[src/hdl/tgarle_pkg.sv]
// ----------------------------------------------------------------------------
// TGA RLE decoder package
// Shared widths, header codes, the result job record and pixel formatting.
// ----------------------------------------------------------------------------
package tgarle_pkg;

   localparam int unsigned HeaderLen = 18;
   localparam int unsigned HdrCountW = 5;

   localparam logic [7:0] TypeRaw   = 8'd2;
   localparam logic [7:0] TypeRle   = 8'd10;
   localparam logic [7:0] RunBias   = 8'd127;
   localparam logic [7:0] FullAlpha = 8'd255;
   localparam logic [7:0] Depth8    = 8'd8;
   localparam logic [7:0] Depth24   = 8'd24;
   localparam logic [7:0] Depth32   = 8'd32;

   localparam int unsigned RspDataW = 128;
   localparam int unsigned RspUserW = 4;

   localparam logic [1:0] StPixels   = 2'd0;
   localparam logic [1:0] StHeaderOk = 2'd1;
   localparam logic [1:0] StBadSize  = 2'd2;
   localparam logic [1:0] StBadType  = 2'd3;

   // One header verdict or one decoded pixel with its repeat count.
   typedef struct packed {
      logic [1:0]  status;
      logic [15:0] width;
      logic [15:0] height;
      logic [31:0] pixel;
      logic [31:0] index;
      logic [7:0]  left;
      logic        ends_image;
   } job_type;

   // Turns the gathered file bytes (blue first) into an RGBA word.
   function automatic logic [31:0] tgarle_format(input logic [31:0] full,
                                                 input logic [2:0]  bpp);
      logic [7:0] alpha;
      alpha = (bpp == 3'd4) ? full[31:24] : FullAlpha;
      if (bpp == 3'd1) begin
         return {full[7:0], full[7:0], full[7:0], full[7:0]};
      end
      return {alpha, full[7:0], full[15:8], full[23:16]};
   endfunction

endpackage

[src/hdl/tgarle_emit.sv]
// ----------------------------------------------------------------------------
// TGA RLE result emitter
// Holds one pending job and splits it into results of up to two pixels,
// feeding a registered response stage.
// ----------------------------------------------------------------------------
module tgarle_emit
   import tgarle_pkg::*;
(
   input  logic                clock,
   input  logic                reset,
   input  logic                load_valid,
   input  job_type             load_job,
   output logic                load_ready,
   output logic                rsp_tvalid,
   input  logic                rsp_tready,
   output logic [RspDataW-1:0] rsp_tdata,
   output logic [RspUserW-1:0] rsp_tuser,
   output logic                rsp_tlast
);

   logic                job_valid_ff, job_valid_in;
   job_type             job_ff, job_in;
   logic                out_valid_ff, out_valid_in;
   logic [RspDataW-1:0] out_data_ff, out_data_in;
   logic [RspUserW-1:0] out_user_ff, out_user_in;
   logic                out_last_ff, out_last_in;
   logic                move;
   logic                pair;
   logic                final_step;
   logic                load_take;

   assign move       = job_valid_ff && (!out_valid_ff || rsp_tready);
   assign pair       = (job_ff.left >= 8'd2);
   assign final_step = (job_ff.left <= 8'd2);
   assign load_ready = !job_valid_ff || (move && final_step);
   assign load_take  = load_valid && load_ready;

   always_comb begin
      job_valid_in = job_valid_ff;
      job_in       = job_ff;
      out_valid_in = out_valid_ff;
      out_data_in  = out_data_ff;
      out_user_in  = out_user_ff;
      out_last_in  = out_last_ff;
      if (move) begin
         job_in.index = job_ff.index + (pair ? 32'd2 : 32'd1);
         job_in.left  = job_ff.left - (pair ? 8'd2 : 8'd1);
         if (final_step) begin
            job_valid_in = 1'b0;
         end
         out_valid_in = 1'b1;
         out_data_in  = {job_ff.index, (pair ? job_ff.pixel : 32'd0), job_ff.pixel,
                         job_ff.height, job_ff.width};
         out_user_in  = {final_step && job_ff.ends_image, pair, job_ff.status};
         out_last_in  = final_step;
      end else if (rsp_tready) begin
         out_valid_in = 1'b0;
      end
      if (load_take) begin
         job_valid_in = 1'b1;
         job_in       = load_job;
      end
   end

   always_ff @(posedge clock) begin
      if (reset) begin
         job_valid_ff <= 1'b0;
         out_valid_ff <= 1'b0;
      end else begin
         job_valid_ff <= job_valid_in;
         out_valid_ff <= out_valid_in;
      end
   end

   always_ff @(posedge clock) begin
      job_ff      <= job_in;
      out_data_ff <= out_data_in;
      out_user_ff <= out_user_in;
      out_last_ff <= out_last_in;
   end

   assign rsp_tvalid = out_valid_ff;
   assign rsp_tdata  = out_data_ff;
   assign rsp_tuser  = out_user_ff;
   assign rsp_tlast  = out_last_ff;

endmodule

[src/hdl/tga_rle_pixel_decoder_unit.sv]
// ----------------------------------------------------------------------------
// TGA RLE pixel decoder
// Parses a TGA byte stream (types 2 and 10, depth 8/24/32) into RGBA pixels.
// ----------------------------------------------------------------------------
//  Channel  Dir  Width            Contents
//  req      in   tdata 8, user 1  file byte; tuser marks byte 0 of a new file
//  rsp      out  tdata 128, user 4, tlast  header verdict or one/two pixels
//
// One request is taken per cycle unless req_tready is low; a byte that completes
// a raw pixel or a header gives one response via the job and response registers.
// A run of c pixels gives ceil(c/2) responses, one per cycle from the job register
// while rsp_tready is high, and req_tready stays low until the last of them moves out.
// Reset is synchronous and returns the parser to the header phase.
// A stalled response port holds the job register, which in turn holds req.
// ----------------------------------------------------------------------------
module tga_rle_pixel_decoder_unit
   import tgarle_pkg::*;
(
   input  logic                clock,
   input  logic                reset,
   input  logic                req_tvalid,
   output logic                req_tready,
   input  logic [7:0]          req_tdata,  // [7:0] data_byte
   input  logic [0:0]          req_tuser,  // [0] file_start
   output logic                rsp_tvalid,
   input  logic                rsp_tready,
   output logic [RspDataW-1:0] rsp_tdata,  // image_width, image_height,
                                           // pixel_first, pixel_second, pixel_index
   output logic [RspUserW-1:0] rsp_tuser,  // status[1:0], second_valid, image_done
   output logic                rsp_tlast   // run_last
);

   typedef enum logic [2:0] {
      PH_HEADER,
      PH_IDSKIP,
      PH_CHUNK,
      PH_PIXEL,
      PH_IDLE
   } phase_type;

   phase_type            phase_ff, phase_in, phase_cur;
   logic [HdrCountW-1:0] hcnt_ff, hcnt_in, hcnt_cur;
   logic [7:0]           id_skip_ff, id_skip_in;
   logic [15:0]          width_ff, width_in;
   logic [15:0]          height_ff, height_in;
   logic [2:0]           bpp_ff, bpp_in;
   logic                 compressed_ff, compressed_in;
   logic                 type_ok_ff, type_ok_in;
   logic [23:0]          color_ff, color_in;
   logic [1:0]           bip_ff, bip_in;
   logic [7:0]           chunk_left_ff, chunk_left_in;
   logic                 run_ff, run_in;
   logic [31:0]          done_ff, done_in;
   logic [31:0]          total_ff, total_in;

   logic        req_accept;
   logic        load_valid;
   logic        load_ready;
   job_type     load_job;
   logic [7:0]  b;
   logic [31:0] full;
   logic [31:0] remaining;
   logic [7:0]  count;
   logic [7:0]  count_eff;
   logic [31:0] done_new;
   phase_type   data_phase;

   assign req_tready = load_ready;
   assign req_accept = req_tvalid && req_tready;
   assign b          = req_tdata;
   assign data_phase = compressed_ff ? PH_CHUNK : PH_PIXEL;
   assign full       = {8'd0, color_ff} | ({24'd0, b} << {bip_ff, 3'b000});
   assign remaining  = total_ff - done_ff;
   assign count      = (compressed_ff && run_ff) ? chunk_left_ff : 8'd1;
   assign count_eff  = (remaining < {24'd0, count}) ? remaining[7:0] : count;
   assign done_new   = done_ff + {24'd0, count_eff};

   always_comb begin
      phase_cur     = req_tuser[0] ? PH_HEADER : phase_ff;
      hcnt_cur      = req_tuser[0] ? '0 : hcnt_ff;
      phase_in      = phase_ff;
      hcnt_in       = hcnt_ff;
      id_skip_in    = id_skip_ff;
      width_in      = width_ff;
      height_in     = height_ff;
      bpp_in        = bpp_ff;
      compressed_in = compressed_ff;
      type_ok_in    = type_ok_ff;
      color_in      = color_ff;
      bip_in        = bip_ff;
      chunk_left_in = chunk_left_ff;
      run_in        = run_ff;
      done_in       = done_ff;
      total_in      = total_ff;
      load_valid    = 1'b0;
      load_job      = '0;
      load_job.left = 8'd1;
      if (req_accept) begin
         phase_in = phase_cur;
         hcnt_in  = hcnt_cur;
         case (phase_cur)
            PH_HEADER: begin
               case (hcnt_cur)
                  5'd0:  id_skip_in = b;
                  5'd2: begin
                     compressed_in = (b == TypeRle);
                     type_ok_in    = (b == TypeRaw) || (b == TypeRle);
                  end
                  5'd12: width_in[7:0]   = b;
                  5'd13: width_in[15:8]  = b;
                  5'd14: height_in[7:0]  = b;
                  5'd15: height_in[15:8] = b;
                  5'd16: begin
                     if (b == Depth8) begin
                        bpp_in = 3'd1;
                     end else if (b == Depth24) begin
                        bpp_in = 3'd3;
                     end else if (b == Depth32) begin
                        bpp_in = 3'd4;
                     end else begin
                        bpp_in = 3'd0;
                     end
                  end
                  default: ;
               endcase
               hcnt_in = hcnt_cur + 5'd1;
               if (hcnt_cur == HdrCountW'(HeaderLen - 1)) begin
                  load_valid = 1'b1;
                  if (width_ff == '0 || height_ff == '0 || bpp_ff == '0) begin
                     load_job.status = StBadSize;
                     phase_in        = PH_IDLE;
                  end else if (!type_ok_ff) begin
                     load_job.status = StBadType;
                     phase_in        = PH_IDLE;
                  end else begin
                     load_job.status = StHeaderOk;
                     load_job.width  = width_ff;
                     load_job.height = height_ff;
                     total_in        = {16'd0, width_ff} * {16'd0, height_ff};
                     done_in         = '0;
                     color_in        = '0;
                     bip_in          = '0;
                     chunk_left_in   = '0;
                     run_in          = 1'b0;
                     phase_in        = (id_skip_ff != '0) ? PH_IDSKIP : data_phase;
                  end
               end
            end
            PH_IDSKIP: begin
               id_skip_in = id_skip_ff - 8'd1;
               if (id_skip_ff == 8'd1) begin
                  phase_in = data_phase;
               end
            end
            PH_CHUNK: begin
               run_in        = b[7];
               chunk_left_in = b[7] ? (b - RunBias) : (b + 8'd1);
               bip_in        = '0;
               color_in      = '0;
               phase_in      = PH_PIXEL;
            end
            PH_PIXEL: begin
               if (({1'b0, bip_ff} + 3'd1) < bpp_ff && bip_ff != 2'd3) begin
                  color_in = color_ff | full[23:0];
                  bip_in   = bip_ff + 2'd1;
               end else begin
                  bip_in              = '0;
                  color_in            = '0;
                  load_valid          = 1'b1;
                  load_job.status     = StPixels;
                  load_job.pixel      = tgarle_format(full, bpp_ff);
                  load_job.index      = done_ff;
                  load_job.left       = count_eff;
                  load_job.ends_image = (done_new == total_ff);
                  done_in             = done_new;
                  if (done_new == total_ff) begin
                     phase_in = PH_IDLE;
                  end else if (compressed_ff) begin
                     if (run_ff) begin
                        phase_in = PH_CHUNK;
                     end else begin
                        chunk_left_in = chunk_left_ff - 8'd1;
                        if (chunk_left_ff == 8'd1) begin
                           phase_in = PH_CHUNK;
                        end
                     end
                  end
               end
            end
            default: ;
         endcase
      end
   end

   always_ff @(posedge clock) begin
      if (reset) begin
         phase_ff      <= PH_HEADER;
         hcnt_ff       <= '0;
         id_skip_ff    <= '0;
         width_ff      <= '0;
         height_ff     <= '0;
         bpp_ff        <= '0;
         compressed_ff <= 1'b0;
         type_ok_ff    <= 1'b0;
         color_ff      <= '0;
         bip_ff        <= '0;
         chunk_left_ff <= '0;
         run_ff        <= 1'b0;
         done_ff       <= '0;
         total_ff      <= '0;
      end else begin
         phase_ff      <= phase_in;
         hcnt_ff       <= hcnt_in;
         id_skip_ff    <= id_skip_in;
         width_ff      <= width_in;
         height_ff     <= height_in;
         bpp_ff        <= bpp_in;
         compressed_ff <= compressed_in;
         type_ok_ff    <= type_ok_in;
         color_ff      <= color_in;
         bip_ff        <= bip_in;
         chunk_left_ff <= chunk_left_in;
         run_ff        <= run_in;
         done_ff       <= done_in;
         total_ff      <= total_in;
      end
   end

   tgarle_emit u_emit (
      .clock      (clock),
      .reset      (reset),
      .load_valid (load_valid),
      .load_job   (load_job),
      .load_ready (load_ready),
      .rsp_tvalid (rsp_tvalid),
      .rsp_tready (rsp_tready),
      .rsp_tdata  (rsp_tdata),
      .rsp_tuser  (rsp_tuser),
      .rsp_tlast  (rsp_tlast)
   );

   // While pixel data is expected, the image cannot already be complete.
   assert property (@(posedge clock) disable iff (reset)
      (phase_ff == PH_PIXEL || phase_ff == PH_CHUNK || phase_ff == PH_IDSKIP)
      |-> (done_ff < total_ff))
      else $error("pixel count reached the image size outside the idle phase");

   // The final pixel of an image always closes the results of its byte.
   assert property (@(posedge clock) disable iff (reset)
      (rsp_tvalid && rsp_tuser[3]) |-> rsp_tlast)
      else $error("image end flagged on a response that is not the last of its byte");

   // A header verdict is a single response with no pixel payload.
   assert property (@(posedge clock) disable iff (reset)
      (rsp_tvalid && rsp_tuser[1:0] != StPixels)
      |-> (rsp_tlast && !rsp_tuser[2] && rsp_tdata[127:32] == '0))
      else $error("header verdict carries pixel data");

endmodule
[config.mk]
export PLATFORM = sky130hd
export DESIGN_NAME = tga_rle_pixel_decoder_unit
export DESIGN_NICKNAME = d
export VERILOG_FILES = /design/src/hdl/tgarle_pkg.sv /design/src/hdl/tgarle_emit.sv /design/src/hdl/tga_rle_pixel_decoder_unit.sv
export SDC_FILE = /design/constraint.sdc
export NUM_CORES = 1
export LEC_CHECK = 0
export ABC_AREA = 1
export ABC_CLOCK_PERIOD_IN_PS = 6870
export BUFFER_PORTS_ARGS = -buffer_cell sky130_fd_sc_hd__buf_4
export CAP_MARGIN = 40
export CELL_PAD_IN_SITES_DETAIL_PLACEMENT = 2
export CELL_PAD_IN_SITES_GLOBAL_PLACEMENT = 2
export CORE_AREA = 2 2 277 279
export CTS_BUF_LIST = sky130_fd_sc_hd__clkbuf_8
export DETAILED_ROUTE_END_ITERATION = 10
export DIE_AREA = 0 0 279 281
export PLACE_DENSITY = 0.83
export SYNTH_ARGS = -nofsm -noshare
export SYNTH_HDL_FRONTEND = slang
export SYNTH_SLANG_ARGS = --single-unit
[constraint.sdc]
create_clock -name clock -period 6.87 [get_ports clock]
set_clock_uncertainty 0.15 [all_clocks]
set_input_delay 1.374 -clock clock [delete_from_list [all_inputs] [get_ports clock]]
set_output_delay 1.374 -clock clock [all_outputs]
set_load 0.01 [all_outputs]
### Word level (Yosys, flattened, before mapping)

Index checks and enable logic that the tools add are counted.

* register bits after elaboration: 394
* bits of input ports: 13
* output and inout port bits: 135
* word-level logic and storage cells: 203

* $add $sub $neg: 11
* $mul: 1
* order comparisons: 4
* equality and inequality tests: 29
* shift-type cells: 1
* mux-type cells: 75
* bitwise operators: 8
* reductions and logical operators: 44

Operators with widths (number)
* 32-bit two-way mux: 6
* 41-bit two-way mux: 4
* 24-bit two-way mux: 4
* 8-bit two-way mux: 12
* 24-bit one-hot mux with 3 select lines: 1
* 32-bit one-hot mux with 2 select lines: 1
* 40-bit two-way mux: 1
* 3-bit two-way mux: 13
* 32-bit adder: 1
* 32-bit by 8-bit adder with 32-bit output: 1
* 32-bit equality test: 1
* 16-bit logical NOT: 2
* 32-bit by 8-bit < comparator with 1-bit output: 1
* 16-bit by 16-bit multiplier with 32-bit output: 1
* 24-bit by 32-bit OR with 32-bit output: 1
* 8-bit by 5-bit << shifter with 32-bit output: 1
* 32-bit subtractor: 1
* 24-bit OR: 1
* 8-bit one-hot mux with 3 select lines: 1
* 3-bit AND reduction: 8
* 5-bit by 4-bit equality test with 1-bit output (second input constant): 4
* 2-bit two-way mux: 9
* 8-bit by 1-bit equality test with 1-bit output (second input constant): 2
* 8-bit by 4-bit equality test with 1-bit output (second input constant): 2
* 42 further kinds: 94

### Depth between registers and ports, before layout

Gate-level depths: netlist of run 1.

* depth in word-level cells: 10
* depth in mapped cells: 43
* depth with buffers taken out: 42

### Hierarchy

From an unflattened synthesis of run 1, not the netlist that was laid out.

* cells, all modules: 3748
* area total of the unflattened synthesis: 29736.0 um^2

Modules (own cells, without submodules)
* tga_rle_pixel_decoder_unit: instances 1, cells each 3082, area an instance 20556.0 um^2, seq. area each 3042.9 um^2
* tgarle_emit: instances 1, cells each 666, area an instance 9180.1 um^2, seq. area each 7247.0 um^2

### Least setup slack after synthesis of run 1

Ideal clock, no wire load.

* path kind: register -> register
* start: register width_ff[12]
* end: register total_ff[31]
* library setup time: 115 ps
* arrival time: 5839 ps
* required time: 6605 ps
* slack: 766 ps
* cell stages (with the launch flop): 27
* buffers on the path: 2
* cell sequence: dfxtp_1 clkbuf_1 buf_1 nand2_1 fa_1 inv_1 fa_1 inv_1 fa_1 inv_1 fa_1 inv_1 fa_1 inv_1 fa_1 ha_1 nand2_1 inv_1 and3_1 nand4_1 nand3_1 a21o_1 a21boi_0 o21ai_0 xor2_1 o21ai_0 inv_1

* word-level cells in the longest chain between the ends: 5

Ends and longest elaborated chain
* start: declaration: line tga_rle_pixel_decoder_unit.sv:44 `logic [15:0] width_ff, width_in;`
* start signal: assignment: line tga_rle_pixel_decoder_unit.sv:215 `width_ff <= width_in;`
* parallel branches: the longest is 5 deep, another holds 16-bit by 16-bit multiplier with 32-bit output
* end signal: assignment: line tga_rle_pixel_decoder_unit.sv:225 `total_ff <= total_in;`
* end: declaration: line tga_rle_pixel_decoder_unit.sv:54 `logic [31:0] total_ff, total_in;`

Several ways; the timed one is not identified.
A chain may end at the register's enable or synchronous reset.

### Worst setup path in the final report of run 1

* start: register width_ff[1]
* end: register total_ff[31]

Same word-level chain as after synthesis.

==> impl_metrics.yaml, run 1 <==
outcome:
  status: "finished clean"
power:
  p_comb_share_pct: 10.4
  ir_drop_mv: 0.119
  power_frac_seq_pct: 46.2
  powerDensity_nw_per_um2: 166
  p_sw_mw: 1.61
  sw_frac_of_total_pct: 29.3
  internal_power_mw: 3.88
  leakage_nw: 15.5
  p_clk_share_pct: 43.4
timing:
  rsz0062_at_grt: "no"
  finalSetupViolations: 0
  max_freq_mhz: 151
  tightest_slew_ns: 0.982
  slew_headroom_pct: 34.2
  fin_setup_tns_ns: 0
  drv_slew: 0
  hold_violations: 0
  period_share_pct: 96.1
  timing.final.crit_period_ns: 6.60
clock_tree:
  clock-sinks: 394
  clk_path_buf_depth: 3
  cts_hold_buf: 0
  clk_pin_slew_ns: 0.06
  cts-root-buf: "clkbuf_8"
  cts.repair.resized: 7
  clock_latency_ns: 0.74
  cts_buffers: 75
  cts_setup_buffers: 0
  htree_levels: 3
  cts_tree: "yes"
logic_synthesis:
  synth-seq-cells: 394
  synthDistinctLibCells: 59
  synth_nets: 3978
  syn_avg_cell_area_um2: 8.13
  async_reset_ff_share_pct: 0
  synth-main-ff-cell: "edfxtp_1"
  syn-cell-area_um2: 29300
  ys_seq_area_share_pct: 35.2
  synth_edf_count: 240
  yosys_warnings: 0
  netlist_instances: 3598
die:
  rows: 101
  core_um2: 75400
  start_util_pct: 38.8
  io_pins: 148
  dieArea_um2: 78400
  die_h_um: 281
  die_w_um: 279
global_routing:
  antenna_found_initial: 3
  gr-total-overflow: 0
  grt_max_degree: 101
  grtUsageTotal_pct: 29.9
  grt_pass1_vias: 29800
  grt_pass1_wl_um: 179000
placement:
  gp_congestion: 0.915
  dp_cells: 4644
  io_buffers: 147
  hpwl_um: 89900
min_path:
  hold_class: "register to register"
critical_path:
  worst-path-buf-inv: 8
  slowest_delay_ns: 0.75
  crit_type: "register to register"
  worstPathArrival_ns: 7.03
  crit_fanout: 11
  cp_top_family: "adder cells"
  cp_slowest_cell: "dfxtp_1"
  crit_path_frequent_cell: "inv_1"
  cp-end-kind: "register"
  cp.required_ns: 7.29
  critPathLaunchType: "register"
final_layout:
  num-nets-final: 4123
  drive_above_1_share_pct: 10.6
  fin_cells: 4785
  utilization_pct: 43.9
  fill_cells: 8419
  regArea_um2: 10300
  syn2layout_area_growth_pct: 13.1
  multi_input_area_um2: 15900
routing:
  drt_wl_total_um: 117000
  first_iter_violations: 1572
  vias: 26100
  avgRoutedWirePerCell_um: 24.4
  vias_per_cell: 5.45
  drc: 0
  drtPass1Iterations: 5
  ant_nets: 0
flow_run:
  cap_violations: 0
## worst reg2reg max path, cell delays in order (launching register included)
cell	delay, ns
dfxtp_1	0.75
buf_4	0.31
nand2_1	0.10
fa_1	0.50
inv_1	0.05
ha_1	0.19
inv_1	0.15
fa_1	0.48
fa_1	0.56
inv_1	0.07
fa_1	0.52
inv_1	0.06
fa_1	0.49
inv_1	0.06
ha_1	0.36
nand2_1	0.14
inv_1	0.07
a21oi_1	0.18
nand2_1	0.10
nand2_1	0.09
nand3_1	0.11
a21o_1	0.22
a21boi_2	0.20
o21ai_0	0.12
xor2_1	0.18
o21ai_0	0.23
inv_1	0.06
## power groups by stage
| stage | Sequential [mW] | Clock, mW | Combinational, mW |
|---|---|---|---|
| floorplan | 2.58 | 0 | 0.362 |
| detailed placement | 2.59 | 0 | 0.545 |
| CTS | 2.54 | 2.42 | 0.557 |
| global placement | 2.59 | 0 | 0.516 |
| finish | 2.54 | 2.38 | 0.569 |
| global route | 2.54 | 2.51 | 0.623 |
## worst paths after layout
path | from | end | slack, ns | cells past startpoint
worst max-delay path | width_ff[1] | total_ff[31] | 0.27 | 26
worst min-delay path | u_emit.job_ff[77] | u_emit.rsp_tdata[20] | 0.27 | 0
worst max register to register | width_ff[1] | total_ff[31] | 0.27 | 26
worst min register to register | u_emit.job_ff[77] | u_emit.rsp_tdata[20] | 0.27 | 0
## metal layers
| layer | global-route usage [%] | wire length [um] | up-vias |
|---|---|---|---|
| met4 | 12.8 | 4890 | 0 |
| met2 | 55.4 | 60700 | 663 |
| met1 | 34.9 | 47400 | 13400 |
| met3 | 3.39 | 3970 | 273 |
| li1 | - | - | 11800 |
| met5 | 0 | 0 | - |
## state kept, by name, summed over array words and instances, names as in the netlist, 2 cells and up
name / cells
u_emit.rsp_tdata: 128
u_emit.job_ff: 107
done_ff: 32
total_ff: 32
color_ff: 24
height_ff: 16
width_ff: 16
chunk_left_ff: 8
id_skip_ff: 8
hcnt_ff: 5
u_emit.rsp_tuser: 4
bpp_ff: 3
phase_ff: 3
bip_ff: 2
## kinds of logic after synthesis
| family | synth area share, % |
|---|---|
| buffers and inverters | 10.7 |
| DFF | 35.2 |
| adders and majority gates | 20.8 |
| xor gates and xnor gates | 2.85 |
| AOI/OAI and AO/OA | 10.2 |
| and+or+nand+nor | 20.3 |
## layout by cell type, fill, tap and decap left out, types with 16 or more instances in the layout
cell type,synthesis,layout
nand2_1,788,787
inv_1,661,688
nor2_1,282,281
a21oi_1,247,247
edfxtp_1,240,240
buf_4,7,202
fa_1,198,198
ha_1,169,169
nand3_1,155,155
o21ai_0,146,146
dfxtp_1,154,137
clkbuf_8,0,81
xor2_1,55,55
a211oi_1,39,39
nor3_1,39,37
nand4_1,34,34
xnor2_1,30,30
a31oi_1,19,19
nor4_1,18,18
o21ai_1,16,16
## stage by stage
step | total power, mW | hold slack, ns | instance area, um^2 | setup WS (ns)
5_1_grt | 5.68 | 0.257 | 33100 | 0.00927
2_1_floorplan | 2.95 | 0.250 | 29300 | 0.766
4_1_cts | 5.52 | 0.259 | 33000 | 0.108
3_5_place_dp | 3.13 | 0.255 | 31600 | -0.0944
3_3_place_gp | 3.10 | 0.253 | 31500 | 0.533
6_report | 5.49 | 0.266 | 33100 | 0.266
## layout make-up
class	instances	area share [%]
Sequential cell	394	31.2
Multi-Input combinational cell	2386	48.0
Clock inverter	59	1.11
Tap cell	978	3.70
Antenna cell	1	0.00756
Inverter	676	7.69
Clock buffer	81	3.37
Timing Repair Buffer	210	4.98
## cell usage after synthesis, drive strengths merged, types with 4 or more instances
master / count / area share (%)
nor4: 20 / 0.50
inv: 674 / 8.6
o21ai: 162 / 2.8
a211oi: 40 / 1.0
ha: 169 / 7.2
fa: 198 / 14
o32ai: 7 / 0.21
nand4: 34 / 0.73
buf: 37 / 0.68
nand3b: 9 / 0.23
a31oi: 19 / 0.41
clkbuf: 105 / 1.3
a21o: 11 / 0.28
edfxtp: 240 / 25
nand2: 802 / 10
xnor2: 30 / 0.90
o21a: 5 / 0.13
a21boi: 5 / 0.13
and2: 10 / 0.22
o31ai: 7 / 0.18
a21oi: 247 / 4.2
nor3: 44 / 0.86
dfxtp: 154 / 11
nor2: 298 / 4.0
xnor3: 4 / 0.31
nand3: 163 / 3.0
or2: 10 / 0.21
o21bai: 12 / 0.31
o211ai: 4 / 0.10
o22ai: 10 / 0.21
xor2: 55 / 1.6
Note: power is estimated with default switching activity, not from simulation.
==> run 2, diff against run 1 <==
--- a/config.mk
+++ b/config.mk
@@ -11,10 +11,10 @@
 export CAP_MARGIN = 40
 export CELL_PAD_IN_SITES_DETAIL_PLACEMENT = 2
 export CELL_PAD_IN_SITES_GLOBAL_PLACEMENT = 2
-export CORE_AREA = 2 2 277 279
+export CORE_AREA = 2 2 235 330
 export CTS_BUF_LIST = sky130_fd_sc_hd__clkbuf_8
 export DETAILED_ROUTE_END_ITERATION = 10
-export DIE_AREA = 0 0 279 281
+export DIE_AREA = 0 0 237 332
 export PLACE_DENSITY = 0.83
 export SYNTH_ARGS = -nofsm -noshare
 export SYNTH_HDL_FRONTEND = slang
==> run 2 against run 1 <==
  * Register-to-register slack about the same
  * Power down 0.71%
  * Flip-flop and latch count unchanged
  * Die area up 0.36%
  * Cell area down 0.44%
  * Sequential power about the same
  * Worst setup slack better by 0.0018 ns
  * Global-route usage up 0.35 points
  * Hold slack worse by 0.026 ns
  * Critical path type unchanged
  * Largest power group unchanged
  * Highest routed layer unchanged
==> impl_metrics.yaml, run 2 (synthesis results as in run 1) <==
outcome:
  status: "finished clean"
critical_path:
  crit_fanout: 7
  rr_endpoint: "total_ff[20]"
  worstPathArrival_ns: 7.00
  cp-end-kind: "register"
  crit_path_start: "width_ff[7]"
  critPathLaunchType: "register"
  r2r_slack_ns: 0.27
  worstRegToRegCells: 20
  r2r-start: "width_ff[7]"
  crit_type: "register to register"
  cp.required_ns: 7.27
timing:
  slew_headroom_pct: 40.8
  hold_violations: 0
  timing.final.crit_period_ns: 6.60
  max_freq_mhz: 151
  period_share_pct: 96.1
  drv_slew: 0
  rsz0062_at_grt: "no"
  finalSetupViolations: 0
  fin_setup_tns_ns: 0
  hold_ws_ns: 0.240
  tightest_slew_ns: 0.887
min_path:
  min_from: "u_emit.job_ff[92]"
  whs_path_depth: 0
  hold_class: "register to register"
  hold_path_end: "u_emit.rsp_tdata[3]"
final_layout:
  layout_commonest_cell: "nand2_1"
  largest_reg_flops: 128
  fill_cells: 8552
  design_area_um2: 32900
  syn2layout_area_growth_pct: 12.6
  num-nets-final: 4111
  drive_above_1_share_pct: 10.5
  layout_common_cells: "787 x nand2_1, 676 x inv_1, 281 x nor2_1"
routing:
  drt_wl_total_um: 118000
  drc: 0
  first_iter_violations: 1347
  ant_nets: 0
  vias: 26100
  vias_per_cell: 5.49
  drtPass1Iterations: 5
  avgRoutedWirePerCell_um: 24.9
placement:
  place_area_um2: 31500
  gp_congestion: 0.866
  io_buffers: 147
  hpwl_um: 88800
die:
  rows: 120
  die_w_um: 237
  core_um2: 75800
  dieArea_um2: 78700
  start_util_pct: 38.6
  io_pins: 148
  die_h_um: 332
global_routing:
  grt_pass1_vias: 30300
  grtUsageTotal_pct: 30.3
  grt_pass1_wl_um: 182000
  grt_max_degree: 91
  antenna_found_initial: 3
  gr-total-overflow: 0
power:
  powerDensity_nw_per_um2: 166
  leakage_nw: 15.4
  ir_drop_mv: 0.181
  finalPower_mw: 5.45
flow_run:
  cap_violations: 0
clock_tree:
  clock-sinks: 394
  cts_tree: "yes"
  clk_pin_slew_ns: 0.07
  cts-root-buf: "clkbuf_8"
  clk_path_buf_depth: 3
  htree_levels: 3
  clock_latency_ns: 0.70
  cts_buffers: 69
-- run 2: layer usage --
| metal | up-vias | GRT usage (%) | part of all wire [%] |
|---|---|---|---|
| met1 | 13400 | 31.7 | 37 |
| li1 | 11700 | - | - |
| met4 | 0 | 16.9 | 5.9 |
| met2 | 709 | 58.0 | 54 |
| met3 | 332 | 3.63 | 3.0 |
| met5 | - | 0 | 0 |
-- run 2: worst max-delay path by stage --
stage | end | cells after the start
2_1_floorplan | total_ff[31] | 26
3_3_place_gp | total_ff[28] | 23
3_5_place_dp | total_ff[28] | 21
4_1_cts | total_ff[31] | 25
5_1_grt | total_ff[28] | 27
6_report | total_ff[20] | 20
-- run 2: metrics by stage --
| step | std cells | setup slack [ns] | util, % |
|---|---|---|---|
| 4_1_cts | 4764 | 0.00903 | 43.4 |
| 6_report | 4766 | 0.268 | 43.4 |
| 3_3_place_gp | 4633 | 0.360 | 41.4 |
| 3_5_place_dp | 4636 | 0.196 | 41.5 |
| 5_1_grt | 4765 | 0.00268 | 43.4 |
| 2_1_floorplan | 3598 | 0.766 | - |
-- run 2: layout make-up --
type / count / area [um^2] / share of cell area [%]
diodes: 2 / 5.00 / 0.0152
flip-flops and latches: 394 / 10300 / 31.3
multi-input cells: 2386 / 15900 / 48.2
well taps: 976 / 1220 / 3.71
inverters: 676 / 2540 / 7.72
clock inverters: 53 / 382 / 1.16
repair buffers: 204 / 1580 / 4.79
clock buffers: 75 / 1030 / 3.13
-- run 2: where the power goes --
group / switching (mW) / leakage (nW) / internal, mW
registers: 0.0249 / 3.33 / 2.51
clock network: 1.15 / 0.790 / 1.18
logic: 0.401 / 11.3 / 0.180
-- run 2: worst max-delay path, stage by stage (launching register included) --
cell      delay [ns]
dfxtp_2         0.51
nand2_1         0.19
fa_1            0.61
inv_1           0.07
fa_1            0.48
inv_1           0.08
fa_1            0.51
fa_1            0.55
inv_1           0.08
fa_1            0.55
inv_1           0.10
fa_1            0.49
inv_1           0.05
ha_1            0.36
a21oi_1         0.25
o21a_1          0.15
a21boi_0        0.51
o21ai_0         0.27
a21oi_1         0.22
xor2_1          0.20
a21oi_1         0.09
-- run 2: what timing repair did --
item / in CTS / in global routing
hold buffers: 0 / 0
endpoints found under the setup margin: 2 / 15
resized for setup: 3 / 21
buffers inserted: 0 / 0
hold endpoints to repair: 0 / 0
